--- config.mk ---
export PLATFORM = sky130hd
export DESIGN_NAME = sorted_unique_insert_list_flat
export DESIGN_NICKNAME = d
export VERILOG_FILES = /design/src/rtl/sui_pkg.sv /design/src/rtl/sui_if.sv /design/src/rtl/sorted_unique_insert_list.sv /design/src/rtl/sui_cell.sv /design/src/flat_wrapper.sv
export SDC_FILE = /design/constraint.sdc
export NUM_CORES = 2
export LEC_CHECK = 0
export BUFFER_PORTS_ARGS = -buffer_cell sky130_fd_sc_hd__buf_2
export CAP_MARGIN = 20
export CORE_MARGIN = 8
export CORE_UTILIZATION = 55
export DETAILED_ROUTE_END_ITERATION = 7
export GPL_TIMING_DRIVEN = 0
export PLACE_DENSITY = 0.73
export SLEW_MARGIN = 20
export SYNTH_ARGS = -nofsm -noshare
export SYNTH_HDL_FRONTEND = slang
export SYNTH_HIERARCHICAL = 1
export SYNTH_SLANG_ARGS = --single-unit
--- constraint.sdc ---
create_clock -name clk -period 10.2 [get_ports clk]
set_clock_uncertainty 0.05 [all_clocks]
set_input_delay 1.02 -clock clk [delete_from_list [all_inputs] [get_ports clk]]
set_output_delay 1.02 -clock clk [all_outputs]
set_load 0.01 [all_outputs]
--- src/rtl/sui_pkg.sv ---
// Shared types and constants for the sorted unique insert list.
package sui_pkg;

	localparam int ENTRY_W  = 15;
	localparam int VALUE_W  = 16;
	localparam int ACTION_W = 2;
	localparam int STATUS_W = 3;

	typedef logic [ENTRY_W-1:0] entry_t;

	typedef enum logic [ACTION_W-1:0] {
		ACT_INSERT = 2'd0,
		ACT_DRAIN  = 2'd1,
		ACT_CLEAR  = 2'd2
	} action_t;

	typedef enum logic [STATUS_W-1:0] {
		ST_INSERTED = 3'd0,
		ST_IGNORED  = 3'd1,
		ST_FULL     = 3'd2,
		ST_DRAINED  = 3'd3,
		ST_EMPTY    = 3'd4
	} status_t;

	// Command broadcast to every cell of the chain
	typedef enum logic [1:0] {
		OP_HOLD,
		OP_INSERT,
		OP_SHIFT_DN,
		OP_CLEAR
	} cell_op_t;

	typedef struct packed {
		cell_op_t op;
		entry_t   value;
	} cell_cmd_t;

	// What a cell shows its neighbors
	typedef struct packed {
		logic   valid;
		logic   take;   // cell sits at or above the insert point
		entry_t data;
	} cell_link_t;

	typedef enum logic {
		S_IDLE,
		S_DRAIN
	} state_t;

endpackage

--- src/rtl/sui_if.sv ---
// Valid/ready channel interfaces for the input and result streams.
interface sui_in_if;
	logic                          valid;
	logic                          ready;
	logic [sui_pkg::ACTION_W-1:0]  action;
	logic signed [sui_pkg::VALUE_W-1:0] value;

	modport source (output valid, output action, output value, input ready);
	modport sink   (input valid, input action, input value, output ready);
endinterface

interface sui_out_if;
	logic                          valid;
	logic                          ready;
	logic [sui_pkg::ENTRY_W-1:0]   entry;
	logic                          last;
	logic [sui_pkg::STATUS_W-1:0]  status;

	modport source (output valid, output entry, output last, output status, input ready);
	modport sink   (input valid, input entry, input last, input status, output ready);
endinterface

--- src/rtl/sorted_unique_insert_list.sv ---
// Top level of the sorted unique insert list: cell chain, control and result register.
//
//  channel  | modport | payload                    | transfers
//  ---------+---------+----------------------------+---------------------------------
//  in_ch    | sink    | action[1:0], value[15:0] s | one per item
//  out_ch   | source  | entry[14:0], last, status  | one per item, entry count on drain
//
//  Insert, clear, unused codes and a drain of an empty list finish in the transfer cycle
//  with one result. A drain of a non-empty list moves to S_DRAIN in the transfer cycle,
//  then one entry leaves cell 0 per cycle while out_ch is not stalled and the chain
//  shifts down; in_ch is held off until the last entry is registered.
//  A result register sits on out_ch; a new item is taken while it is being emptied.
//  out_ch stalls hold off in_ch once the result register is full and pause a drain;
//  nothing is lost. arst_n empties the list.
module sorted_unique_insert_list #(
	parameter int CAPACITY = 32
) (
	input  logic           clk,
	input  logic           arst_n,
	sui_in_if.sink         in_ch,
	sui_out_if.source      out_ch
);
	import sui_pkg::*;

	// Chain of cells; cell 0 holds the smallest entry
	cell_cmd_t        cmd;
	cell_link_t       links [CAPACITY];
	logic [CAPACITY-1:0] valid_vec;
	logic [CAPACITY-1:0] eq_vec;

	localparam cell_link_t BOTTOM_LINK = '{valid: 1'b1, take: 1'b0, data: '0};
	localparam cell_link_t TOP_LINK    = '{valid: 1'b0, take: 1'b0, data: '0};

	for (genvar i = 0; i < CAPACITY; i++) begin : g_cell
		cell_link_t lo_link;
		cell_link_t hi_link;

		if (i == 0) begin : g_lo_end
			assign lo_link = BOTTOM_LINK;
		end else begin : g_lo
			assign lo_link = links[i-1];
		end

		if (i == CAPACITY-1) begin : g_hi_end
			assign hi_link = TOP_LINK;
		end else begin : g_hi
			assign hi_link = links[i+1];
		end

		sui_cell u_cell (
			.clk    (clk),
			.arst_n (arst_n),
			.cmd    (cmd),
			.lo     (lo_link),
			.hi     (hi_link),
			.link   (links[i]),
			.eq     (eq_vec[i])
		);

		assign valid_vec[i] = links[i].valid;
	end

	// Control
	state_t  state_q, state_d;
	logic    out_valid_q;
	entry_t  out_entry_q;
	logic    out_last_q;
	status_t out_status_q;

	logic    slot_free;
	logic    accept;
	logic    value_pos;
	logic    dup;
	logic    full;
	logic    load;
	entry_t  ld_entry;
	logic    ld_last;
	status_t ld_status;

	assign slot_free   = !out_valid_q || out_ch.ready;
	assign in_ch.ready = (state_q == S_IDLE) && slot_free;
	assign accept      = in_ch.valid && in_ch.ready;

	// Only values of 1 and up are stored
	assign value_pos = !in_ch.value[VALUE_W-1] && (in_ch.value[ENTRY_W-1:0] != '0);
	assign dup       = |(eq_vec & valid_vec);
	assign full      = valid_vec[CAPACITY-1];

	always_comb begin
		state_d   = state_q;
		cmd.op    = OP_HOLD;
		cmd.value = in_ch.value[ENTRY_W-1:0];
		load      = 1'b0;
		ld_entry  = '0;
		ld_last   = 1'b1;
		ld_status = ST_IGNORED;

		case (state_q)
			S_IDLE: begin
				if (accept) begin
					load = 1'b1;
					case (action_t'(in_ch.action))
						ACT_INSERT: begin
							// duplicate check comes before the full check
							if (!value_pos || dup) begin
								ld_status = ST_IGNORED;
							end else if (full) begin
								ld_status = ST_FULL;
							end else begin
								cmd.op    = OP_INSERT;
								ld_status = ST_INSERTED;
							end
						end
						ACT_DRAIN: begin
							if (!valid_vec[0]) begin
								ld_status = ST_EMPTY;
							end else begin
								load    = 1'b0;
								state_d = S_DRAIN;
							end
						end
						ACT_CLEAR: begin
							cmd.op    = OP_CLEAR;
							ld_status = ST_EMPTY;
						end
						default: begin
							ld_status = ST_IGNORED;
						end
					endcase
				end
			end
			S_DRAIN: begin
				if (slot_free) begin
					load      = 1'b1;
					ld_entry  = links[0].data;
					ld_last   = !valid_vec[1];
					ld_status = ST_DRAINED;
					cmd.op    = OP_SHIFT_DN;
					if (!valid_vec[1]) begin
						state_d = S_IDLE;
					end
				end
			end
			default: begin
				state_d = S_IDLE;
			end
		endcase
	end

	always_ff @(posedge clk or negedge arst_n) begin
		if (!arst_n) begin
			state_q     <= S_IDLE;
			out_valid_q <= 1'b0;
		end else begin
			state_q <= state_d;
			if (load) begin
				out_valid_q <= 1'b1;
			end else if (out_ch.ready) begin
				out_valid_q <= 1'b0;
			end
		end
	end

	always_ff @(posedge clk) begin
		if (load) begin
			out_entry_q  <= ld_entry;
			out_last_q   <= ld_last;
			out_status_q <= ld_status;
		end
	end

	assign out_ch.valid  = out_valid_q;
	assign out_ch.entry  = out_entry_q;
	assign out_ch.last   = out_last_q;
	assign out_ch.status = out_status_q;

	// Occupied cells always form a contiguous run from cell 0
	a_contiguous: assert property (@(posedge clk) disable iff (!arst_n)
		(valid_vec[CAPACITY-1:1] & ~valid_vec[CAPACITY-2:0]) == '0)
		else $error("hole in occupied cells");

	// A successful insert grows the list by exactly one
	a_insert_grows: assert property (@(posedge clk) disable iff (!arst_n)
		(cmd.op == OP_INSERT) |=>
		($countones(valid_vec) == $past($countones(valid_vec)) + 1))
		else $error("insert did not add one entry");

	// After the final drained entry the list is empty
	a_drain_empties: assert property (@(posedge clk) disable iff (!arst_n)
		(state_q == S_DRAIN && load && ld_last) |=> (valid_vec == '0))
		else $error("list not empty after drain");

	// No new item is taken while a drain is running
	a_drain_blocks: assert property (@(posedge clk) disable iff (!arst_n)
		(state_q == S_DRAIN && !(load && ld_last)) |=> !in_ch.ready)
		else $error("input taken during drain");

endmodule

--- src/rtl/sui_cell.sv ---
// One compare-and-shift cell of the sorted list chain.
module sui_cell (
	input  logic               clk,
	input  logic               arst_n,
	input  sui_pkg::cell_cmd_t  cmd,
	input  sui_pkg::cell_link_t lo,    // neighbor one place lower
	input  sui_pkg::cell_link_t hi,    // neighbor one place higher
	output sui_pkg::cell_link_t link,
	output logic               eq
);
	import sui_pkg::*;

	logic   valid_q;
	entry_t data_q;
	logic   take;

	assign take = !valid_q || (data_q > cmd.value);
	assign eq   = valid_q && (data_q == cmd.value);

	assign link.valid = valid_q;
	assign link.take  = take;
	assign link.data  = data_q;

	always_ff @(posedge clk or negedge arst_n) begin
		if (!arst_n) begin
			valid_q <= 1'b0;
		end else begin
			case (cmd.op)
				OP_INSERT:   valid_q <= valid_q | lo.valid;
				OP_SHIFT_DN: valid_q <= hi.valid;
				OP_CLEAR:    valid_q <= 1'b0;
				default:     valid_q <= valid_q;
			endcase
		end
	end

	always_ff @(posedge clk) begin
		case (cmd.op)
			OP_INSERT: begin
				if (lo.take && lo.valid) begin
					data_q <= lo.data;       // make room: lower entry moves up
				end else if (take) begin
					data_q <= cmd.value;
				end
			end
			OP_SHIFT_DN: data_q <= hi.data;
			default:     data_q <= data_q;
		endcase
	end

endmodule
--- src/flat_wrapper.sv ---
// flat-port wrapper written by rule: the top's interface ports become plain ports
module sorted_unique_insert_list_flat import sui_pkg::*;
#(
	parameter int CAPACITY = 32
)
  (clk, arst_n, in_ch_valid, in_ch_action, in_ch_value, in_ch_ready, out_ch_valid, out_ch_entry, out_ch_last, out_ch_status, out_ch_ready);
  sui_in_if in_ch_i ();
  sui_out_if out_ch_i ();
  input  logic clk;
  input  logic arst_n;
  input wire logic [$bits(in_ch_i.valid)-1:0] in_ch_valid;
  input wire logic [$bits(in_ch_i.action)-1:0] in_ch_action;
  input wire logic [$bits(in_ch_i.value)-1:0] in_ch_value;
  output wire logic [$bits(in_ch_i.ready)-1:0] in_ch_ready;
  output wire logic [$bits(out_ch_i.valid)-1:0] out_ch_valid;
  output wire logic [$bits(out_ch_i.entry)-1:0] out_ch_entry;
  output wire logic [$bits(out_ch_i.last)-1:0] out_ch_last;
  output wire logic [$bits(out_ch_i.status)-1:0] out_ch_status;
  input wire logic [$bits(out_ch_i.ready)-1:0] out_ch_ready;
  assign in_ch_i.valid = in_ch_valid;
  assign in_ch_i.action = in_ch_action;
  assign in_ch_i.value = in_ch_value;
  assign in_ch_ready = in_ch_i.ready;
  assign out_ch_valid = out_ch_i.valid;
  assign out_ch_entry = out_ch_i.entry;
  assign out_ch_last = out_ch_i.last;
  assign out_ch_status = out_ch_i.status;
  assign out_ch_i.ready = out_ch_ready;
  sorted_unique_insert_list #(.CAPACITY(CAPACITY)) u_core (.clk(clk), .arst_n(arst_n), .in_ch(in_ch_i), .out_ch(out_ch_i));
endmodule
After elaboration in Yosys (flattened, before gate mapping)
Cells that the tools add are included.

storage, ports and cells
  register bits after elaboration = 533
  output and inout port bits = 21

operators by class
  magnitude comparators = 32
  equal/unequal tests = 69
  mux-type cells = 153
  bitwise operators = 33
  reduce and logical (&&, ||, !) cells = 176

operator list
  cell                count
  $pmux 15 s2         32
  $mux 15             63
  $eq 15x15->1        32
  $gt 15x15->1        32
  $ne 3x3->1 const B  31
  $pmux 1 s3          31
  $logic_and 1x1->1   66
  $reduce_and 2->1    33
  $logic_not 1->1     35
  $logic_or 1x1->1    34
  $and 32x32->32      1
  $reduce_or 32->1    1
  $or 1x1->1          31
  $reduce_bool 15->1  1
  $mux 1              12
  $mux 2              5
  $mux 3              3
  $pmux 3 s3          1
  $pmux 2 s2          2
  $eq 2x2->1 const B  3
  $pmux 1 s2          3
  $pmux 3 s2          1
  $reduce_bool 2->1   3
  $eq 2x1->1 const B  2
  other kinds (5)     5

Logic depth before layout (Yosys ltp)
  word-level depth = 12
  gate-level depth with buffers = 13
  mapped depth without buffers = 12

Modules after synthesis
Netlist, hierarchy kept.

by module, submodules not included
  module                     times used  cells an instance  area an instance (um^2)  seq. area each (um^2)
  sui_cell                   32          129                1251.2                   475.5
  sorted_unique_insert_list  1           94                 1097.3                   620.6

Least setup slack after synthesis
No wires, ideal clock.

  path type = in2reg
  start = input in_ch_value[6]
  end = register u_core.g_cell[0].u_cell.data_q[0], enable pin
  data arrival time = 6.930 ns
  required time = 9.750 ns
  path slack = 2.819 ns
  stages = 10
  buffers on the path = 0
  cell sequence = inv_1 ha_1 nand4_1 nor4_2 a211oi_2 nand3_1 or4_4 o21ai_1 inv_1 o41ai_2

RTL lines
  element               line                text
  start, declared       flat_wrapper.sv:13  input wire logic [$bits(in_ch_i.value)-1:0] in_ch_value;
  end signal, assigned  sui_cell.sv:41      data_q <= lo.data;
  end signal, assigned  sui_cell.sv:43      data_q <= cmd.value;
  end signal, assigned  sui_cell.sv:46      OP_SHIFT_DN: data_q <= hi.data;
  end, declared         sui_cell.sv:14      entry_t data_q;

==> summary.md <==
| Metric | Value |
|---|---|
| Max transition margin | 25.72% |
| Final setup viols | 0 |
| 1st-iter DRT viols | 3782 |
| NetSw | 3683 uW |
| Crit path kind | in -> reg |
| CP delay by family, top | compound AO/OA/AOI/OAI gates |
| DP Area | 43990 um2 |
| HPWL Detailed | 96.02 mm |
| Sw Share | 37.92% |
| Critical path's slowest cell | o41ai_4 |
| Die ar. | 83780 um2 |
| Nets@finish | 4918 |
| Inserted Clock Buffers | 66 |
| Critical Path, Cell by Cell | buf_4 -> buf_16 -> inv_1 -> ha_1 -> nand4_1 -> nor4_2 -> a222oi_1 -> and4b_1 -> nand4b_1 -> o21ai_4 -> buf_16 -> buf_16 -> inv_1 -> o41ai_4 |
| Syn avg cell area | 9.745 um2 |
| Final wirelength | 130.5 mm |
| Worst slew pin tran | 1105 ps |
| CTS Hold Buffers Added | 0 |
| CORE AREA | 74200 um2 |
| Clk slew on worst S/H paths | 60 ps |
| Max FO, Critical Path | 39 |
| Worst hold path type | in -> async |
| Clock Tree Root | clkbuf_16 |
| Ys Warns | 6 |
| Die Y | 289.4 um |
| First-pass GRT wire length | 197.8 mm |
| P per Cell Area | 210.6 nW/um2 |
| Cells after Synth | 4220 |
| Residual DRC | 0 |
| Layout Cells excl Fill | 5437 |
| Most used cell, CP | buf_16 |
| Worst EP arrival | 5880 ps |
| Peak supply drop | 0.1432 mV |
| F_max | 175.6 MHz |
| Max Cap Viol | 0 |
| R2R Path End | u_core/g_cell[26].u_cell/data_q[3]$_DFFE_PP_ |
| Area Overhead vs Synth | 12.16% |
| Launching point of the worst reg2reg path | u_core/g_cell[3].u_cell/data_q[13]$_DFFE_PP_ |
| Die Wd | 289.4 um |
| Antenna violations before repair | 0 |
| Total global-route track usage | 30.54% |
| Drt wl/cell | 24.00 um |
| IO buf count | 42 |
| Clock latency on the worst-skew pair | 630 ps |
| Setup bufs post-CTS | 0 |
| Critical path required time | 10380 ps |
| Final RePlAce weighted congestion | 0.9181 |
| Vias in the first global route | 33840 |
| Crit path time final | 5696 ps |
| Vias/cell | 6.275 |
| Outcome | finished, final reports clean |
| DRT Pass-1 Iters | 6 |
| Comb power frac | 36.0% |
| Leakage Power | 0.02180 uW |
| RSZ-0062 raised after global routing | no |
| WP buf/inv | 6 |
| Sequential group share of total power | 39.7% |
| Total Power | 9712 uW |
| Largest net degree at the start of global routing | 53 |
| Antenna-violating nets left | 0 |
| Final hold violation count | 0 |
| Post-cts sizing count | 0 |
| Crit end category | register |
| Worst Reg-to-Reg Cells | 14 |
| Clock sinks | 533 |
| Largest stage delay on the critical path | 870 ps |
| Final period utilization | 55.85% |
| Clock power share | 24.4% |
| Startpoint types | input pin |
| Total number of vias | 34120 |
| Setup TNS | 0 ps |
| Starting Density | 55.43% |
| Final Cell Area | 46130 um2 |
| R2R Setup Slk | 5230 ps |
| Netlist Area Pre-Place | 41120 um2 |
| TritonCTS clock tree | yes |
| Slew Limit Fails | 0 |
| Pint | 6030 uW |
| # rows | 100 |
| CTS H-Tree Depth | 3 |
| Maximum buffer depth of the clock tree | 3 |
| IO Pins | 43 |
| Post-placement cell count | 5317 |
| Total gr overflow | 0 |
| Share of post-route cells with drive strength above 1 | 12.94% |
## power groups by stage
stage / Sequential (uW) / Combinational [uW] / Clock [uW]
after global placement: 3890 / 3120 / 0
after CTS: 3830 / 3420 / 2390
after detailed placement: 3870 / 3400 / 0
final: 3850 / 3490 / 2370
after global routing: 3870 / 3810 / 2470
after floorplan: 3520 / 2460 / 0
## worst max path at each step
stage | from | to | slack (ps) | cells after the start
2_1_floorplan | in_ch_value[6] | u_core/g_cell[0].u_cell/data_q[0]$_DFFE_PP_ | 2820 | 10
3_3_place_gp | in_ch_value[6] | u_core/g_cell[21].u_cell/data_q[9]$_DFFE_PP_ | -4380 | 11
3_5_place_dp | in_ch_value[6] | u_core/g_cell[16].u_cell/data_q[7]$_DFFE_PP_ | 4040 | 14
4_1_cts | in_ch_value[6] | u_core/g_cell[16].u_cell/data_q[1]$_DFFE_PP_ | 4680 | 14
5_1_grt | in_ch_value[14] | u_core/g_cell[5].u_cell/data_q[10]$_DFFE_PP_ | 4430 | 17
6_report | in_ch_value[6] | u_core/g_cell[16].u_cell/data_q[1]$_DFFE_PP_ | 4500 | 14
## placed cells by master (no fill, tap or decap), types with 6 or more instances in the layout
cell / count
nand2_1: 616
o21ai_0: 514
inv_1: 512
edfxtp_1: 499
mux2i_1: 480
ha_1: 480
a21oi_1: 193
nand4_1: 130
buf_4: 115
nor2_1: 96
buf_2: 90
clkbuf_16: 67
a21o_1: 64
nand3_1: 34
conb_1: 34
dfrtp_1: 34
nor2b_1: 33
nor3_1: 33
a211oi_2: 33
nand4b_1: 33
nand2_2: 32
clkbuf_2: 32
nand4_2: 32
o21a_1: 32
o221ai_2: 32
o41ai_4: 32
nor4_2: 31
buf_6: 27
clkbuf_1: 19
and3_1: 15
buf_16: 13
clkinv_1: 10
buf_12: 10
a22oi_1: 9
clkbuf_8: 8
clkinv_2: 6
## flip-flops by register name, indices dropped and copies added (netlist names)
| name | cells |
|---|---|
| u_core/g_cell.u_cell/data_q | 480 |
| u_core/g_cell.u_cell/valid_q | 32 |
| u_core/out_ch.entry | 15 |
| u_core/out_ch.status | 3 |
| u_core/out_ch.last | 1 |
| u_core/out_ch.valid | 1 |
| u_core/state_q | 1 |
## layout make-up
type,count,area (um2)
fill,6040,28070
multi-input combinational,3013,22670
sequential,533,15840
inverter,512,1922
clock buffer,91,1847
tap,969,1212
buffer,194,1205
timing repair buffer,96,1142
clock inverter,28,290.3
antenna,1,2.502
## through the flow
| stage | utilization, % | hold WS [ps] | setup WS, ps |
|---|---|---|---|
| 2_1_floorplan | - | 471.9 | 2819 |
| 4_1_cts | 62.17 | 411.9 | 4682 |
| 3_3_place_gp | 57.51 | 531.9 | -4384 |
| 5_1_grt | 62.17 | 442.1 | 4432 |
| 3_5_place_dp | 59.29 | 542.5 | 4036 |
| 6_report | 62.17 | 438.9 | 4504 |
## routing by layer
layer  part of all wire (%)  up-vias  GRT usage, %  routed length, um
li1                       -    15630             -                  -
met1                     41    16420         40.55              53050
met2                     46     1700         48.98              59740
met3                    9.1      372         4.932              11830
met4                    4.5        0         13.69               5875
met5                      0        -             0                  0
(Power assumes the default switching activity.)
